`config.mk`:
```
export PLATFORM = sky130hd
export DESIGN_NAME = mm_cell
export DESIGN_NICKNAME = d
export VERILOG_FILES = /design/src/hw/rtl/mm_pkg.sv /design/src/hw/rtl/mm_cell.sv
export SDC_FILE = /design/constraint.sdc
export NUM_CORES = 1
export LEC_CHECK = 0
export BUFFER_PORTS_ARGS = -buffer_cell sky130_fd_sc_hd__clkbuf_2
export CAP_MARGIN = 5
export CORE_ASPECT_RATIO = 2
export CORE_MARGIN = 2
export CORE_UTILIZATION = 48
export CTS_CLUSTER_SIZE = 14
export DETAILED_ROUTE_END_ITERATION = 16
export PLACE_DENSITY = 0.73
export SETUP_SLACK_MARGIN = 0.05
export SYNTH_ARGS = -nofsm -noshare
export SYNTH_HDL_FRONTEND = slang
export SYNTH_SLANG_ARGS = --single-unit
```
`constraint.sdc`:
```
create_clock -name clock -period 7.4 [get_ports clock]
set_clock_uncertainty 0.15 [all_clocks]
set_input_delay 0.74 -clock clock [delete_from_list [all_inputs] [get_ports clock]]
set_output_delay 0.74 -clock clock [all_outputs]
set_load 0.05 [all_outputs]
```
`src/hw/rtl/mm_pkg.sv`:
```
package mm_pkg;

   // Field widths fixed by the interface.
   localparam int COORD_W    = 3;
   localparam int DIM_W      = 4;
   localparam int CMD_W      = 2;
   localparam int VALUE_W    = 16;
   localparam int ACC_W      = 40;
   localparam int CSR_IDX_W  = 2;

   // Defaults for the top-level parameters.
   localparam int MAX_DIM_DEF    = 8;
   localparam int ELEM_WIDTH_DEF = 16;

   // Command codes.
   localparam logic [CMD_W-1:0] CMD_LOAD_A = 2'd0;
   localparam logic [CMD_W-1:0] CMD_LOAD_B = 2'd1;
   localparam logic [CMD_W-1:0] CMD_START  = 2'd2;

   // Register indexes.
   localparam logic [CSR_IDX_W-1:0] CSR_A_ROWS    = 2'd0;
   localparam logic [CSR_IDX_W-1:0] CSR_INNER_DIM = 2'd1;
   localparam logic [CSR_IDX_W-1:0] CSR_B_COLS    = 2'd2;

   typedef enum logic [1:0] {
      ST_IDLE,
      ST_FEED,
      ST_DRAIN
   } state_type;

   // Control that travels down the cell chain with each A word.
   typedef struct packed {
      logic               valid;
      logic               first;
      logic               last;
      logic               zero;
      logic               last_row;
      logic [COORD_W-1:0] row;
      logic [COORD_W-1:0] k;
   } step_type;

   // Finished dot product leaving a cell.
   typedef struct packed {
      logic               valid;
      logic               last_row;
      logic [COORD_W-1:0] row;
   } res_type;

   // Broadcast write of one B element.
   typedef struct packed {
      logic               we;
      logic [COORD_W-1:0] row;
      logic [COORD_W-1:0] col;
   } bload_type;

endpackage

```
`src/hw/rtl/mm_cell.sv`:
```
module mm_cell #(
   parameter int MAX_DIM    = mm_pkg::MAX_DIM_DEF,
   parameter int ELEM_WIDTH = mm_pkg::ELEM_WIDTH_DEF,
   parameter int CELL_COL   = 0
) (
   input  logic                           clock,
   input  logic                           reset,
   input  mm_pkg::bload_type              bload,
   input  logic signed [ELEM_WIDTH-1:0]   bload_data,
   input  mm_pkg::step_type               step_in,
   input  logic signed [ELEM_WIDTH-1:0]   a_in,
   output mm_pkg::step_type               step_out,
   output logic signed [ELEM_WIDTH-1:0]   a_out,
   output mm_pkg::res_type                res,
   output logic signed [mm_pkg::ACC_W-1:0] res_value
);

   localparam int IDX_W  = (MAX_DIM > 1) ? $clog2(MAX_DIM) : 1;
   localparam int PROD_W = 2 * ELEM_WIDTH;

   // Column CELL_COL of B, one element per row.
   logic signed [ELEM_WIDTH-1:0]     b_col_ff [MAX_DIM];

   mm_pkg::step_type                 pass_ff;
   logic signed [ELEM_WIDTH-1:0]     pass_a_ff;
   mm_pkg::step_type                 prod_step_ff;
   logic signed [PROD_W-1:0]         prod_ff;
   logic signed [PROD_W-1:0]         prod_in;
   logic signed [mm_pkg::ACC_W-1:0]  acc_ff;
   logic signed [mm_pkg::ACC_W-1:0]  acc_in;
   mm_pkg::res_type                  res_ff;
   logic signed [mm_pkg::ACC_W-1:0]  res_value_ff;

   always_ff @(posedge clock) begin
      if (bload.we && (bload.col == mm_pkg::COORD_W'(CELL_COL))) begin
         b_col_ff[bload.row[IDX_W-1:0]] <= bload_data;
      end
   end

   always_comb begin
      if (step_in.zero) begin
         prod_in = '0;
      end else begin
         prod_in = PROD_W'(a_in) * PROD_W'(b_col_ff[step_in.k[IDX_W-1:0]]);
      end
   end

   always_comb begin
      if (prod_step_ff.first) begin
         acc_in = mm_pkg::ACC_W'(prod_ff);
      end else begin
         acc_in = acc_ff + mm_pkg::ACC_W'(prod_ff);
      end
   end

   always_ff @(posedge clock) begin
      if (reset) begin
         pass_ff      <= '0;
         prod_step_ff <= '0;
         res_ff       <= '0;
      end else begin
         pass_ff          <= step_in;
         prod_step_ff     <= step_in;
         res_ff.valid     <= prod_step_ff.valid && prod_step_ff.last;
         res_ff.last_row  <= prod_step_ff.last_row;
         res_ff.row       <= prod_step_ff.row;
      end
   end

   always_ff @(posedge clock) begin
      pass_a_ff <= a_in;
      prod_ff   <= prod_in;
      if (prod_step_ff.valid) begin
         acc_ff <= acc_in;
      end
      if (prod_step_ff.valid && prod_step_ff.last) begin
         res_value_ff <= acc_in;
      end
   end

   assign step_out  = pass_ff;
   assign a_out     = pass_a_ff;
   assign res       = res_ff;
   assign res_value = res_value_ff;

endmodule

```
# ---- Word-level counts from Yosys, hierarchy flattened
# Memories as Yosys holds them, arrays and structs flattened.
# Index checks and enable logic that the tools add are counted.
dict set report totals {
  regBits 144
  n_memories 1
  ramBits 128
  input_bits 52
  out_inout_bits 72
  wordCells 23
}
# memory depth width read_ports rd_ports_with_merged_regs wr line_no
set memory_table {}
lappend memory_table {b_col_ff 8 16 1 0 1 mm_cell.sv:22} ;# logic signed [ELEM_WIDTH-1:0] b_col_ff [MAX_DIM];
dict set report classes {
  n_reduce_logical 3
  add_sub_neg 1
  mux 3
  n_mul 1
}
# op count
set op_table {}
lappend op_table {{40-bit by 32-bit adder with 40-bit output} 1}
lappend op_table {{40-bit two-way mux} 1}
lappend op_table {{16-bit by 16-bit multiplier with 32-bit output} 1}
lappend op_table {{3-bit zero test} 1}
lappend op_table {{1-bit logical AND} 2}
lappend op_table {{1-bit two-way mux} 2}

# ---- Depth between registers and ports, before layout
dict set report logic_depth {
  depth_word 4
  depth_mapped 26
  depth_no_buf 24
}

# ---- Least setup slack after synthesis
# OpenSTA, ideal clock, no wires.
dict set report synth_path {
  kind {input-to-reg}
  start {input step_in[0] in the netlist's numbering}
  end {register prod_ff[27]}
  setup_slack_ns -0.443
  setup_ns 0.074
  t_arrival_ns 7.619
  required_ns 7.176
  cell_stages 24
  n_path_buf 3
  cell_sequence {clkbuf_1 buf_2 mux4_2 mux2_2 buf_2 nand2_1 inv_1 fa_1 fa_1 fa_1 fa_1 fa_1 inv_1 fa_1 inv_1 ha_1 a21oi_1 o21ai_0 a21o_1 a21o_1 a21oi_1 o22ai_1 or3_1 a31oi_1}
}
dict set report synth_via {
  elab_chain_len 2
}
# item line_no
set synth_lines {}
lappend synth_lines {{from (decl)} mm_cell.sv:10} ;# input mm_pkg::step_type step_in,
lappend synth_lines {{memory read 8 x 16 bit} --}
lappend synth_lines {{16-bit by 16-bit multiplier with 32-bit output} mm_cell.sv:44} ;# prod_in = PROD_W'(a_in) * PROD_W'(b_col_ff[step_in.k[IDX_W-1:0]]);
lappend synth_lines {{to (signal assigned)} mm_cell.sv:72} ;# prod_ff <= prod_in;
lappend synth_lines {{to (decl)} mm_cell.sv:27} ;# logic signed [PROD_W-1:0] prod_ff;
# No other way between the ends.
# A chain may end at the register's enable or synchronous reset.

# ---- Final worst setup path
dict set report layout_path {
  start {input step_in[0] in the netlist's numbering}
  end {register prod_ff[28]}
}
# Same word-level chain as after synthesis.

==> flow_metrics.py <==
metrics = {
    "synthesis": {
        "synth_edf_count": 208,
        "synth_top_area_share_pct": 29.0,
        "avgSynthCellArea_sq_um": 11.3,
        "synth_top_area_cell": "edfxtp_1",
        "yosysWarningCount": 0,
        "syn_nets": 2345,
        "synth_area_sq_um": 21500,
        "ys.flop_type": "edfxtp_1",
        "ys_ff_latch": 272,
        "synthCells": 1909,
        "synthTopCellsByArea": "edfxtp_1 (29%), fa_1 (24%), ha_1 (7.0%)",
        "synth_cell_types": 71,
        "async_reset_ff_share_pct": 0,
        "seq_area_frac_synth_pct": 35.0,
    },
    "cells_and_area": {
        "layout_commonest_cell": "inv_1",
        "multi_input_comb_area_sq_um": 12600,
        "drive_gt1_share_pct": 14.7,
        "nNetsFinal": 2490,
        "area_growth_pct": 11.9,
        "diodes": 0,
        "layout_common_cells": "inv_1 (312), fa_1 (261), edfxtp_1 (208)",
        "final_cells": 2629,
        "fill_cells": 3814,
        "seq_area_sq_um": 7530,
    },
    "place": {
        "numPlacedInstances": 2581,
        "pre_cts_ws_ns": -0.165,
        "gp_congestion": 0.897,
        "hpwl_mm": 39.1,
        "io_buffer_count": 123,
    },
    "drt": {
        "dr.pass1.iters": 5,
        "drtAntennaViolNets": 0,
        "top_layer_used": "met4",
        "drt_wl_total_mm": 49.1,
        "wl_per_cell_um": 18.7,
        "drc": 0,
        "met1Wirelength_mm": 16.8,
        "routed-wl-met2_mm": 27.8,
        "vias": 14464,
        "wl_met3_mm": 1.85,
        "vias_per_cell": 5.50,
        "drtIter0Drc": 710,
    },
    "sta": {
        "worst_hold_slack_ns": 0.240,
        "worstMarginPinSlew_ns": 1.12,
        "layout_min_cycle_time_ns": 6.98,
        "rsz0062_at_grt": "no",
        "period_share_pct": 94.3,
        "fmax_mhz": 143,
        "slew_headroom_pct": 25.4,
        "slew_viol_final": 0,
        "setup_ws_ns": 0.418,
        "hold_viol_final": 0,
        "finalSetupViolations": 0,
    },
    "grt": {
        "grt_overflow_total": 0,
        "grt_max_degree": 92,
        "grt_usage_pct": 21.6,
        "antenna_found_initial": 0,
        "grt_first_pass_wirelength_mm": 80.3,
        "grt_pass1_vias": 16057,
    },
    "worst_setup_path": {
        "critPathMaxStageDelay_ns": 0.55,
        "cpMostUsedCell": "fa_1",
        "worstSetupPathType": "input pin to register",
        "cp.arrival_ns": 7.27,
        "worst_path_max_delay_cell": "fa_1",
        "critPathLaunchType": "input pin",
        "reg2regPathDepth": 22,
        "cp_cell_sequence": "clkbuf_2 > buf_12 > mux4_2 > mux2_2 > buf_4 > nand2_1 > fa_1 > fa_1 > fa_1 > fa_1 > inv_1 > fa_1 > inv_1 > fa_1 > inv_1 > ha_1 > and4_1 > a21oi_1 > o21ai_0 > a31oi_2 > o31ai_4 > a22oi_1 > a21oi_1 > mux2_2",
        "path_max_fanout": 16,
        "critPathCaptureType": "register",
        "crit_required_ns": 7.69,
    },
    "clocking": {
        "cts_buffer_depth": 3,
        "cts.sinks": 272,
        "htree_levels": 1,
        "cts_setup_buffers": 0,
        "clk_latency_ns": 0.57,
        "cts_resized": 0,
        "clk_pin_slew_ns": 0.06,
        "root_buffer": "clkbuf_16",
        "cts_buffers": 26,
        "ctsHoldBuffers": 0,
        "tritoncts": "built",
    },
    "floorplanning": {
        "die_y_um": 303,
        "coreArea_sq_um": 44200,
        "initial_core_util_pct": 48.7,
        "io_pins": 124,
        "die_w_um": 154,
        "num_rows": 109,
        "die_area_sq_um": 46600,
    },
    "hold_path": {
        "holdCritPathClass": "input pin to register",
        "hold_depth": 2,
    },
    "flow_run": {
        "drv_cap": 0,
    },
    "run_status": {
        "outcome": "completed",
    },
}
state kept, by name, summed over array words and instances, names as in the netlist:
register / count
res_value: 40
b_col_ff: 128
res: 5
step_out: 4
acc_ff: 40
a_out: 16
prod_step_ff: 7
prod_ff: 32
area by class of cell:
cell class / instances / area share, %
Clock inverter: 13 / 0.749
Tap cell: 555 / 2.89
Timing Repair Buffer: 185 / 4.91
Inverter: 312 / 4.87
Multi-Input combinational cell: 1257 / 52.4
Sequential cell: 272 / 31.3
Clock buffer: 35 / 2.89
stage by stage:
stage	setup TNS [ns]	area, sq um	util, %
2_1_floorplan	0	21600	-
3_3_place_gp	-0.0108	23200	52.5
3_5_place_dp	-0.525	23200	52.5
4_1_cts	0	24100	54.5
5_1_grt	0	24100	54.5
6_report	0	24100	54.5
routing by layer:
| layer | vias up | global-route usage [%] |
|---|---|---|
| met5 | - | 0 |
| li1 | 6637 | - |
| met1 | 7274 | 21.6 |
| met4 | 0 | 10.5 |
| met2 | 383 | 43.4 |
| met3 | 170 | 2.48 |
cell usage after synthesis, types with 5 or more instances:
cell type  instances
nor3_1            13
edfxtp_1         208
mux4_2            32
nand2_1          162
clkbuf_1          58
nand3_1           16
a21oi_1           60
o31ai_1            5
nor4_1             8
o211ai_1           6
xor2_1            12
mux2i_1            9
a21o_1            33
a31oi_1            9
dfxtp_1           64
ha_1             121
fa_1             263
inv_1            312
mux2_2            14
nor4b_1           11
nand4_1           14
o21a_1             8
nor2_1            66
and2_1            51
buf_2              7
a211oi_1           9
o21bai_1          12
nand2b_1          28
nor3b_1           13
o21ai_0           62
xnor2_1           33
nor2b_1          109
and3_1             8
or3_1              6
worst max-delay path, delay by kind of cell:
family          cells  cell delay [ns]
simple gates        2             0.34
buf+inv             6             0.63
compound gates      6             1.08
fa+ha+maj           7             3.23
mux                 3             1.23
kinds of logic (layout without fill, tap and decap cells):
family | count (synthesis) | count (layout) | synth area share, %
xor+xnor | 45 | 45 | 1.83
flops | 272 | 272 | 35.0
mux | 55 | 55 | 4.50
simple gates | 523 | 523 | 12.8
fa+ha+maj | 384 | 384 | 31.5
buf+inv | 380 | 545 | 6.67
compound gates | 250 | 250 | 7.70
worst paths after layout:
check,slack (ns),start,to
setup reg to reg,0.57,b_col_ff[6][1],prod_ff[28]
setup / recovery,0.42,step_in[0],prod_ff[28]
hold / removal,0.24,step_in[3],prod_step_ff[3]
hold reg to reg,0.32,prod_step_ff[6],res[3]
Power is left out: the tool's default activity adds up to more than one toggle a clock period on the data nets, which glitch-free logic cannot reach.
