==> src/hw/rtl/mm_pkg.sv <==
package mm_pkg;

   // Field widths fixed by the interface.
   localparam int COORD_W    = 3;
   localparam int DIM_W      = 4;
   localparam int CMD_W      = 2;
   localparam int VALUE_W    = 16;
   localparam int ACC_W      = 40;
   localparam int CSR_IDX_W  = 2;

   // Defaults for the top-level parameters.
   localparam int MAX_DIM_DEF    = 8;
   localparam int ELEM_WIDTH_DEF = 16;

   // Command codes.
   localparam logic [CMD_W-1:0] CMD_LOAD_A = 2'd0;
   localparam logic [CMD_W-1:0] CMD_LOAD_B = 2'd1;
   localparam logic [CMD_W-1:0] CMD_START  = 2'd2;

   // Register indexes.
   localparam logic [CSR_IDX_W-1:0] CSR_A_ROWS    = 2'd0;
   localparam logic [CSR_IDX_W-1:0] CSR_INNER_DIM = 2'd1;
   localparam logic [CSR_IDX_W-1:0] CSR_B_COLS    = 2'd2;

   typedef enum logic [1:0] {
      ST_IDLE,
      ST_FEED,
      ST_DRAIN
   } state_type;

   // Control that travels down the cell chain with each A word.
   typedef struct packed {
      logic               valid;
      logic               first;
      logic               last;
      logic               zero;
      logic               last_row;
      logic [COORD_W-1:0] row;
      logic [COORD_W-1:0] k;
   } step_type;

   // Finished dot product leaving a cell.
   typedef struct packed {
      logic               valid;
      logic               last_row;
      logic [COORD_W-1:0] row;
   } res_type;

   // Broadcast write of one B element.
   typedef struct packed {
      logic               we;
      logic [COORD_W-1:0] row;
      logic [COORD_W-1:0] col;
   } bload_type;

endpackage

==> src/hw/rtl/mm_feeder.sv <==
module mm_feeder #(
   parameter int MAX_DIM    = mm_pkg::MAX_DIM_DEF,
   parameter int ELEM_WIDTH = mm_pkg::ELEM_WIDTH_DEF
) (
   input  logic                          clock,
   input  logic                          reset,
   input  logic                          start_run,
   input  logic [mm_pkg::DIM_W-1:0]      num_rows,
   input  logic [mm_pkg::DIM_W-1:0]      num_inner,
   input  logic [mm_pkg::DIM_W-1:0]      num_cols,
   input  logic                          final_seen,
   input  logic                          a_we,
   input  logic [mm_pkg::COORD_W-1:0]    a_row,
   input  logic [mm_pkg::COORD_W-1:0]    a_col,
   input  logic signed [ELEM_WIDTH-1:0]  a_data,
   output logic                          busy,
   output mm_pkg::step_type              step_out,
   output logic signed [ELEM_WIDTH-1:0]  a_out
);

   localparam int IDX_W = (MAX_DIM > 1) ? $clog2(MAX_DIM) : 1;
   localparam int DEPTH = MAX_DIM * MAX_DIM;
   localparam int AW    = (DEPTH > 1) ? $clog2(DEPTH) : 1;

   logic signed [ELEM_WIDTH-1:0] store_a [DEPTH];

   mm_pkg::state_type            state_ff;
   mm_pkg::state_type            state_in;
   logic [IDX_W-1:0]             row_ff;
   logic [IDX_W-1:0]             step_ff;
   logic [mm_pkg::DIM_W-1:0]     period;
   logic                         step_end;
   logic                         row_end;
   logic [AW-1:0]                wr_addr;
   logic [AW-1:0]                rd_addr;
   mm_pkg::step_type             issue;
   mm_pkg::step_type             issue_ff;
   logic signed [ELEM_WIDTH-1:0] a_rd_ff;

   // Rows are spaced far enough apart that their results never overlap.
   assign period   = (num_inner > num_cols) ? num_inner : num_cols;
   assign step_end = (mm_pkg::DIM_W'(step_ff) == period - mm_pkg::DIM_W'(1));
   assign row_end  = (mm_pkg::DIM_W'(row_ff) == num_rows - mm_pkg::DIM_W'(1));
   assign wr_addr  = AW'(a_row) * AW'(MAX_DIM) + AW'(a_col);
   assign rd_addr  = AW'(row_ff) * AW'(MAX_DIM) + AW'(step_ff);

   always_comb begin
      state_in = state_ff;
      case (state_ff)
         mm_pkg::ST_IDLE: begin
            if (start_run) begin
               state_in = mm_pkg::ST_FEED;
            end
         end
         mm_pkg::ST_FEED: begin
            if (step_end && row_end) begin
               state_in = mm_pkg::ST_DRAIN;
            end
         end
         mm_pkg::ST_DRAIN: begin
            if (final_seen) begin
               state_in = mm_pkg::ST_IDLE;
            end
         end
         default: begin
            state_in = mm_pkg::ST_IDLE;
         end
      endcase
   end

   always_comb begin
      issue          = '0;
      issue.row      = mm_pkg::COORD_W'(row_ff);
      issue.k        = mm_pkg::COORD_W'(step_ff);
      issue.last_row = row_end;
      case (state_ff)
         mm_pkg::ST_FEED: begin
            if (num_inner == '0) begin
               issue.valid = (step_ff == '0);
               issue.first = 1'b1;
               issue.last  = 1'b1;
               issue.zero  = 1'b1;
            end else begin
               issue.valid = (mm_pkg::DIM_W'(step_ff) < num_inner);
               issue.first = (step_ff == '0);
               issue.last  = (mm_pkg::DIM_W'(step_ff) == num_inner - mm_pkg::DIM_W'(1));
            end
         end
         default: begin
            issue.valid = 1'b0;
         end
      endcase
   end

   always_ff @(posedge clock) begin
      if (reset) begin
         state_ff <= mm_pkg::ST_IDLE;
         issue_ff <= '0;
      end else begin
         state_ff <= state_in;
         issue_ff <= issue;
      end
   end

   always_ff @(posedge clock) begin
      if (state_ff == mm_pkg::ST_IDLE) begin
         row_ff  <= '0;
         step_ff <= '0;
      end else if (state_ff == mm_pkg::ST_FEED) begin
         if (step_end) begin
            step_ff <= '0;
            row_ff  <= row_ff + IDX_W'(1);
         end else begin
            step_ff <= step_ff + IDX_W'(1);
         end
      end
   end

   always_ff @(posedge clock) begin
      if (a_we) begin
         store_a[wr_addr] <= a_data;
      end
      a_rd_ff <= store_a[rd_addr];
   end

   assign busy     = (state_ff != mm_pkg::ST_IDLE);
   assign step_out = issue_ff;
   assign a_out    = a_rd_ff;

endmodule

==> config.mk <==
export PLATFORM = sky130hd
export DESIGN_NAME = mm_feeder
export DESIGN_NICKNAME = d
export VERILOG_FILES = /design/src/hw/rtl/mm_pkg.sv /design/src/hw/rtl/mm_feeder.sv
export SDC_FILE = /design/constraint.sdc
export NUM_CORES = 1
export LEC_CHECK = 0
export BUFFER_PORTS_ARGS = -buffer_cell sky130_fd_sc_hd__buf_2
export CORE_MARGIN = 5
export CORE_UTILIZATION = 62
export CTS_BUF_LIST = sky130_fd_sc_hd__clkbuf_8 sky130_fd_sc_hd__clkbuf_16
export DETAILED_ROUTE_END_ITERATION = 12
export PLACE_DENSITY = 0.79
export SKIP_LAST_GASP = 1
export SLEW_MARGIN = 20
export SYNTH_ARGS = -nofsm -noshare
export SYNTH_HDL_FRONTEND = slang
export SYNTH_SLANG_ARGS = --single-unit
==> constraint.sdc <==
create_clock -name clock -period 4.11 [get_ports clock]
set_clock_uncertainty 0.05 [all_clocks]
set_input_delay 0.2055 -clock clock [delete_from_list [all_inputs] [get_ports clock]]
set_output_delay 0.2055 -clock clock [all_outputs]
set_load 0.01 [all_outputs]
# ---- After elaboration in Yosys (flattened, before gate mapping)
# Memories as Yosys holds them, arrays and structs flattened. A register that Yosys moved wholly into a read port is not among the register bits.
# Cells that the tools add are included.
dict set report totals {
  elab_cells 47
  regBits 19
  mem_bits_rw 1024
  output_inout_bits 28
  mem_count 1
  input_bits 39
}
# memory words word_bits rd rd_ports_with_merged_regs write_ports line_no
set mem_list {}
lappend mem_list {store_a 64 16 1 1 1 mm_feeder.sv:25} ;# logic signed [ELEM_WIDTH-1:0] store_a [DEPTH];
dict set report classes {
  n_reduce_logical 8
  n_mux 10
  bitwise_logic 1
  eq_ne 8
  addsub 7
  magnitude_cmp 2
}
# op count
set ops {}
lappend ops {{adder 6 x 3 -> 6 bit} 2}
lappend ops {{equality test 3 x 4 -> 1 bit} 3}
lappend ops {{subtractor 4 x 1 -> 4 bit, second input constant} 3}
lappend ops {{adder 3 x 1 -> 3 bit, second input constant} 2}
lappend ops {{2-to-1 mux 2 bit} 3}
lappend ops {{2-to-1 mux 3 bit} 2}
lappend ops {{!= test 2 bit, second input constant} 3}
lappend ops {{case mux 2 bit (3 select lines)} 1}
lappend ops {{> comparator 4 bit} 1}
lappend ops {{zero test 4 bit} 1}
lappend ops {{less-than comparator 3 x 4 -> 1 bit} 1}
lappend ops {{2-to-1 mux 4 bit} 1}
lappend ops {{zero test 3 bit} 1}
lappend ops {{2-to-1 mux 1 bit} 3}
lappend ops {{AND reduction 3 bit} 1}
lappend ops {{equality test 2 x 1 -> 1 bit, second input constant} 1}
lappend ops {{equality test 2 bit, second input constant} 1}
lappend ops {{zero test 2 bit} 1}
lappend ops {{AND reduction 2 bit} 1}
lappend ops {{nonzero test 2 bit} 1}
lappend ops {{OR reduction 2 bit} 1}
lappend ops {{logical AND 1 bit} 1}
lappend ops {{NOT 1 bit} 1}

# ---- Logic depth before layout (Yosys ltp)
# Gate-level depths: netlist (run 1).
dict set report depth {
  ltp_word 7
  ltp_mapped 14
  mapped_depth_nobuf 14
}

# ---- Least setup slack after synthesis (run 1)
# No wires, ideal clock.
dict set report synth_timing {
  path_kind {input to register}
  startpoint {in num_cols[1] (netlist name)}
  endpoint {reg row_ff[2]}
  slack_ns 1.150
  arrival_ns 2.790
  stages 13
  path_buffers 0
  setup_ns 0.120
  t_required_ns 3.940
  cell_sequence {inv_1 -> ha_1 -> nor2b_1 -> o21ai_1 -> a21oi_2 -> mux2i_1 -> ha_1 -> xor2_1 -> nand2_1 -> mux2_2 -> a211oi_2 -> a21oi_1 -> a211o_1}
}
dict set report synth_between {
  elab_chain_len 5
}
# item line_no
set synth_rtl {}
lappend synth_rtl {{from (decl)} mm_feeder.sv:10} ;# input logic [mm_pkg::DIM_W-1:0] num_cols,
lappend synth_rtl {{> comparator 4 bit} mm_feeder.sv:41} ;# assign period = (num_inner > num_cols) ? num_inner : num_cols;
lappend synth_rtl {{2-to-1 mux 4 bit *} mm_feeder.sv:41}
lappend synth_rtl {{subtractor 4 x 1 -> 4 bit *} mm_feeder.sv:42} ;# assign step_end = (mm_pkg::DIM_W'(step_ff) == period - mm_pkg::DIM_W'(1));
lappend synth_rtl {{equality test 3 x 4 -> 1 bit *} mm_feeder.sv:42}
lappend synth_rtl {{AND reduction 2 bit (no source line) *} -}
lappend synth_rtl {{to (signal assigned)} mm_feeder.sv:112} ;# row_ff <= row_ff + IDX_W'(1);
lappend synth_rtl {{to (decl)} mm_feeder.sv:29} ;# logic [IDX_W-1:0] row_ff;
# Mark *: on every way between the ends. The rest lies on a longest branch, timed or not.
# A chain may end at the register's enable or synchronous reset.

# ---- Final worst setup path (run 1)
dict set report layout_timing {
  startpoint {in num_inner[3] (netlist name)}
  endpoint {reg state_ff[1]}
}
dict set report layout_between {
  elab_chain_len 7
}
# item line_no
set layout_rtl {}
lappend layout_rtl {{from (decl)} mm_feeder.sv:9} ;# input logic [mm_pkg::DIM_W-1:0] num_inner,
lappend layout_rtl {{> comparator 4 bit} mm_feeder.sv:41}
lappend layout_rtl {{2-to-1 mux 4 bit *} mm_feeder.sv:41}
lappend layout_rtl {{subtractor 4 x 1 -> 4 bit *} mm_feeder.sv:42}
lappend layout_rtl {{equality test 3 x 4 -> 1 bit *} mm_feeder.sv:42}
lappend layout_rtl {{logical AND 1 bit *} mm_feeder.sv:56} ;# if (step_end && row_end) begin
lappend layout_rtl {{!= test 2 bit (no source line) *} -}
lappend layout_rtl {{AND reduction 3 bit (no source line) *} -}
lappend layout_rtl {{to (signal assigned)} mm_feeder.sv:97} ;# state_ff <= mm_pkg::ST_IDLE;
lappend layout_rtl {{to (signal assigned)} mm_feeder.sv:100} ;# state_ff <= state_in;
lappend layout_rtl {{to (decl)} mm_feeder.sv:27} ;# mm_pkg::state_type state_ff;
# Marks and branches as above.

==> summary.md, run 1 <==
| Metric | Value |
|---|---|
| Status | `complete, no violations` |
| Min Tclk post-route | `3.89 ns` |
| Routed WL per cell | `36.0 um` |
| Actual slew at the worst max-slew pin | `1.15 ns` |
| Layout Cells excl Fill | `2873` |
| Core area | `65500 sq um` |
| Startpoint Class | `input port` |
| Layout cells sized above 1 | `0.326` |
| Post-detail-place hpwl | `~53000 um` |
| Post-route DRC | `0` |
| RR Startpoint | `step_ff[0]` |
| CP Capture Type | `register` |
| Overall routing resource usage | `0.297` |
| Commonest cells after routing, fill and taps aside | `edfxtp_1, mux4_2, buf_4` |
| Vias in the first global route | `20800` |
| Fmax | `0.257 GHz` |
| Slew Viols, Final | `0` |
| Drt initial violations | `3278` |
| CTS tree | `yes` |
| #FFs+latches synth | `1059` |
| Reg2Reg Setup Slack | `0.64 ns` |
| Register area share after synthesis | `0.772` |
| CTS Sinks | `about 1100` |
| RR Endpoint | `a_out[7]` |
| Power Density | `slightly below 500 nW/um^2` |
| Synth Net Count | `1795` |
| Clk root buf | `clkbuf_16` |
| GP Congestion | `0.874` |
| Final Net Count | `1980` |
| Cell depth of the worst flop-to-flop path | `7` |
| Synthesis Warnings | `0` |
| Largest net degree at the start of global routing | `65` |
| Lkg Pwr | `between 10 and 15 nW` |
| Antenna-violating nets left | `0` |
| Dpl cells | `roughly 2700` |
| Fin worst setup slack | `around 0.22 ns` |
| Latest clock arrival within the worst-skew pair | `~0.66 ns` |
| Routed WL | `~100000 um` |
| Post-synth ARST share | `0` |
| CTS Buf Count | `95` |
| Synthesized instance count | `1742` |
| WP data required | `4.65 ns` |
| Worst hold path cell count | `5` |
| Syn avg cell area | `23.4 sq um` |
| Initial Util | `0.622` |
| Final Cycle Share | `0.947` |
| Worst hold-check path type | `in2reg` |
| Vias per inst | `7.11` |
| WS Path Type | `in2reg` |
| FILL cells | `about 3500` |
| # Max-Cap Violations | `0` |
| DIE AREA | `70900 sq um` |
| Top_reg_cell synth | `edfxtp_1` |
| IO Port Bufs | `66` |
| Vias | `20400` |
| Die Ht | `266 um` |
| GRT overflow | `0` |
| Final Hold Vio Count | `0` |
| Hold_sp | `num_inner[2]` |
| Synth cell types | `45` |
| First-pass GRT wire length | `~150000 um` |
| Drt pass-1 iters | `5` |
| Die width | `266 um` |
| I/O pin count | `67` |
| Post-synth EDFFs | `about 1000` |
| Pwr Total | `about 23 mW` |
| Post-DP Area | `42800 sq um` |
| Postcts setup bufs | `0` |
| CTS clock-pin slew for the worst setup and hold paths | `0.07 ns` |
| Final setup vio count | `0` |
| Cell area after layout | `roughly 46000 sq um` |
| Worst rel slew slack | `0.233` |
| Hold Slack | `0.0601 ns` |
| Htree depth | `3` |
| DP Worst Slack | `0.478 ns` |
| VDD IR max | `around 0.00036 V` |
| Crit Path Max Fanout | `10` |
| Setup TNS | `0 ns` |
| Hold path endpoint | `step_out[10]` |
| Area delta synth->final | `13.0%` |
| Initial antenna violation count | `10` |
| Worst Path Arrival | `4.44 ns` |
| Commonest non-fill, non-tap cell in the layout | `edfxtp_1` |
| Post-Syn Area | `between 40000 and 50000 sq um` |
| Row count | `between 90 and 100` |
| Post-layout util | `0.703` |
| Unrepaired setup endpoints after global routing | `no` |
| CTS max path bufs | `3` |
## sequential cells by signal, indices dropped and copies added, names as in the netlist
signal    count
store_a    1024
state_ff      2
step_ff       3
row_ff        3
step_out     11
a_out        16
## Yosys cell counts, types with 3 or more instances
cell type	number	area (sq um)
nand4_1	3	18.8
mux2i_1	14	140
o21ai_0	5	25.0
nand2_1	21	78.8
clkbuf_1	41	154
dfxtp_1	35	701
xnor2_1	9	78.8
a211oi_1	12	90.1
buf_2	29	145
mux4_2	324	7300
nor2_1	81	304
a21oi_1	18	90.1
nor2b_1	28	175
nand3_1	8	40.0
nand3b_1	4	30.0
inv_1	10	37.5
buf_4	8	60.1
nor3_1	9	45.0
buf_1	13	48.8
nand2b_1	4	25.0
edfxtp_1	1024	30700
ha_1	14	175
## area by class of cell
cell class / count / area [sq um] / share of cell area
diodes: 6 / 15.0 / 0.000326
clock buffers: 104 / 2560 / 0.0556
clock inverters: 69 / 569 / 0.0124
inverters: 10 / 37.5 / 0.000815
multi-input cells: 581 / 8880 / 0.193
flip-flops and latches: 1059 / 31500 / 0.684
well taps: 864 / 1080 / 0.0235
repair buffers: 180 / 1420 / 0.0308
## per-layer routing
| metal | global-route usage | vias up | wire [um] |
|---|---|---|---|
| li1 | - | 7756 | - |
| met1 | 0.394 | 10600 | 34100 |
| met2 | 0.476 | 1772 | 51100 |
| met3 | 0.0871 | 279 | 13500 |
| met4 | 0.115 | 6 | 4510 |
| met5 | 0 | - | 46 |
## what timing repair did
action | CTS | global route
endpoints found under the hold margin | 13 | 0
hold buffers | 9 | 0
resized for setup | 0 | 1
endpoints found under the setup margin | 0 | 1
## critical path, stage by stage
cell and delay, ns:
dlygate4sd3_1 0.54, buf_2 0.16, ha_1 0.34, and2_1 0.19, o21ai_1 0.14, a21oi_2 0.37
mux2i_1 0.27, ha_1 0.21, xor2_1 0.32, nand2_1 0.11, mux2_2 0.29, a211oi_4 0.44
nand3_1 0.12, a21oi_1 0.16, dlygate4sd3_1 0.55
## cells by family (layout without fill, tap and decap cells)
group / after synthesis / count (layout) / synth area share
multiplexers: 340 / 340 / 0.183
AO/OA/AOI/OAI: 49 / 49 / 0.00786
XOR/XNOR: 11 / 11 / 0.00236
AND/OR/NAND/NOR: 167 / 167 / 0.0193
adder cells (fa/ha/maj): 14 / 14 / 0.00430
other: 0 / 6 / 0
flip-flops: 1059 / 1059 / 0.772
buffers and inverters: 102 / 363 / 0.0112
## power breakdown
part / switching, mW / total, mW / leakage [nW] / internal (mW)
logic: 0.905 / 1.67 / 3.23 / 0.761
registers: 0.0861 / 12.0 / 9.51 / 11.9
clock network: 3.85 / 8.93 / 1.62 / 5.09
## worst max-delay path by stage
| stage | to | slack [ns] | cells after the start | start |
|---|---|---|---|---|
| 3_3_place_gp | a_out[1] | 0.77 | 7 | step_ff[0] |
| 3_5_place_dp | row_ff[2] | 0.48 | 13 | num_inner[0] |
| 2_1_floorplan | row_ff[2] | 1.15 | 13 | num_cols[1] |
| 6_report | state_ff[1] | 0.22 | 15 | num_inner[3] |
| 5_1_grt | state_ff[1] | 0.08 | 15 | num_inner[3] |
| 4_1_cts | state_ff[1] | 0.27 | 15 | num_inner[3] |
(Power assumes the default switching activity.)
==> run 2, diff against run 1 <==
--- a/config.mk
+++ b/config.mk
@@ -7,10 +7,10 @@
 export LEC_CHECK = 0
 export BUFFER_PORTS_ARGS = -buffer_cell sky130_fd_sc_hd__buf_2
 export CORE_MARGIN = 5
-export CORE_UTILIZATION = 62
+export CORE_UTILIZATION = 50
 export CTS_BUF_LIST = sky130_fd_sc_hd__clkbuf_8 sky130_fd_sc_hd__clkbuf_16
 export DETAILED_ROUTE_END_ITERATION = 12
-export PLACE_DENSITY = 0.79
+export PLACE_DENSITY = 0.66
 export SKIP_LAST_GASP = 1
 export SLEW_MARGIN = 20
 export SYNTH_ARGS = -nofsm -noshare
==> summary.md, run 2 (synthesized netlist as in run 1, its figures left out) <==
| Metric | Value |
|---|---|
| Row count | `104` |
| CP Capture Type | `register` |
| Status | `complete, no violations` |
| GRT overflow | `0` |
| RR Startpoint | `step_ff[0]` |
| Drt pass-1 iters | `5` |
| DIE AREA | `87300 sq um` |
| Worst hold path cell count | `1` |
| WP depth | `15` |
| I/O pin count | `67` |
| Power Density | `489 nW/um^2` |
| CTS clock-pin slew for the worst setup and hold paths | `0.06 ns` |
| CP peak stage delay | `0.55 ns` |
| Vias per inst | `6.12` |
| Overall routing resource usage | `0.215` |
| Initial Util | `0.505` |
| Die width | `between 200 and 300 um` |
| CP Buf/Inv Count | `3` |
| Startpoint Class | `input port` |
| Post-detail-place hpwl | `between 50000 and 60000 um` |
| Antenna-violating nets left | `0` |
| Reg2Reg Setup Slack | `0.79 ns` |
| Hold_sp | `a_data[8]` |
| Cell depth of the worst flop-to-flop path | `9` |
| Lkg Pwr | `14.4 nW` |
| GP Congestion | `roughly 0.82` |
| CP delay by family, top | `buffers and inverters` |
| Post_cts resized | `0` |
| Final Hold Vio Count | `0` |
| Slew Viols, Final | `0` |
| Routed WL per cell | `slightly above 30 um` |
| Commonest cells after routing, fill and taps aside | `edfxtp_1, mux4_2, clkbuf_16` |
| First-pass GRT wire length | `135000 um` |
| Actual slew at the worst max-slew pin | `1.08 ns` |
| Final setup vio count | `0` |
| Max reg flops | `1024` |
| Htree depth | `3` |
| CTS Sinks | `1059` |
| Clk root buf | `clkbuf_16` |
| Commonest non-fill, non-tap cell in the layout | `edfxtp_1` |
| Worst hold-check path type | `in2reg` |
| IO Port Bufs | `66` |
| Pwr Total | `roughly 23 mW` |
| Core area | `80700 sq um` |
| Die Ht | `295 um` |
| Vias in the first global route | `slightly below 20000` |
| CTS Buf Count | `103` |
| Initial antenna violation count | `7` |
| Largest register by flop count | `store_a` |
| RR Endpoint | `state_ff[1]` |
| Final Cycle Share | `0.954` |
| CTS max path bufs | `3` |
| WP data required | `4.65 ns` |
| Routed WL | `93000 um` |
| CTS tree | `yes` |
| Area delta synth->final | `13.7%` |
| Worst Path Arrival | `4.46 ns` |
| FILL cells | `5765` |
| Min Tclk post-route | `3.92 ns` |
| Hold path endpoint | `store_a[52][8]` |
| VDD IR max | `0.000325 V` |
| # Max-Cap Violations | `0` |
| Area of the multi-input gates | `8920 sq um` |
| WS Path Type | `in2reg` |
| Layout cells sized above 1 | `0.331` |
| Largest net degree at the start of global routing | `65` |
| Reg area | `31500 sq um` |
| Crit-path slowest cell | `dlygate4sd3_1` |
| Latest clock arrival within the worst-skew pair | `around 0.67 ns` |
| Setup TNS | `0 ns` |
| Crit Path Max Fanout | `10` |
| Fmax | `about 0.26 GHz` |
| Worst rel slew slack | `0.282` |
| Critical path, cell by cell | `dlygate4sd3_1 > buf_2 > ha_1 > and2_1 > o21ai_1 > a21oi_2 > mux2i_1 > ha_1 > xor2_1 > nand2_1 > mux2_2 > a211oi_2 > nand3_1 > a21oi_1 > dlygate4sd3_1` |
| Drt initial violations | `1887` |
| Post-route DRC | `0` |
| Unrepaired setup endpoints after global routing | `no` |
| Vias | `18800` |
| Final Net Count | `between 1500 and 2000` |
[run 2: cell types whose count changed in the layout (fill, tap and decap cells not counted), sizes merged]
cell	delta
buf	-10
bufinv	-1
clkinv	+11
clkinvlp	+2
diode	-5
inv	+8
[run 2: layout make-up]
class / instances / share of cell area
inverter: 10 / 0.000810
sequential: 1059 / 0.679
timing repair buffer: 170 / 0.0284
clock buffer: 104 / 0.0562
tap: 1060 / 0.0286
multi-input combinational: 581 / 0.193
antenna: 1 / 0.0000540
clock inverter: 89 / 0.0144
[run 2: worst reg2reg max path, stage by stage (launching register included)]
cell,delay (ns)
dfxtp_4,0.55
buf_4,0.49
nor2b_1,0.16
o21ai_0,0.19
o311ai_0,0.15
a2111oi_0,0.65
a211oi_2,0.22
nand3_1,0.14
a21oi_1,0.07
dlygate4sd3_1,0.56
[run 2: where the power goes]
part           switching [mW]  total [mW]  internal [mW]
Combinational           0.845        1.57          0.729
Sequential             0.0726        12.0           11.9
Clock                    3.90        9.06           5.16
Total                    4.82        22.6           17.8
[run 2: worst max-delay path by stage]
stage	startpoint	end	slack, ns
after detailed placement	num_inner[3]	row_ff[2]	0.52
final	num_inner[3]	state_ff[1]	0.19
after CTS	num_inner[3]	state_ff[1]	0.32
after floorplan	num_cols[1]	row_ff[2]	1.15
after global routing	num_inner[3]	state_ff[1]	0.04
after global placement	num_inner[0]	row_ff[2]	0.76
[run 2: metrics by stage]
| step | setup slack (ns) | std cells | utilization | hold slack (ns) | area, sq um |
|---|---|---|---|---|---|
| 2_1_floorplan | 1.15 | 1742 | - | 0.234 | 40700 |
| 3_3_place_gp | 0.761 | 2871 | 0.532 | 0.407 | 42900 |
| 3_5_place_dp | 0.520 | 2871 | 0.532 | 0.408 | 42900 |
| 4_1_cts | 0.319 | 3073 | 0.574 | 0.0199 | 46300 |
| 5_1_grt | 0.0356 | 3073 | 0.574 | 0.0635 | 46300 |
| 6_report | 0.190 | 3074 | 0.574 | 0.0519 | 46300 |
[run 2: timing repair]
action / 4_1_cts / 5_1_grt
hold buffers: 9 / 0
setup endpoints to repair: 0 / 0
hold endpoints to repair: 13 / 0
buffers inserted: 0 / 0
[run 2: per-layer routing]
layer  up-vias  global-route usage  wire [um]
met5         -                   0         16
met4         2              0.0576       2440
met3       140              0.0395       6600
met2       801               0.354      46600
met1     10100               0.305      37300
li1       7783                   -          -
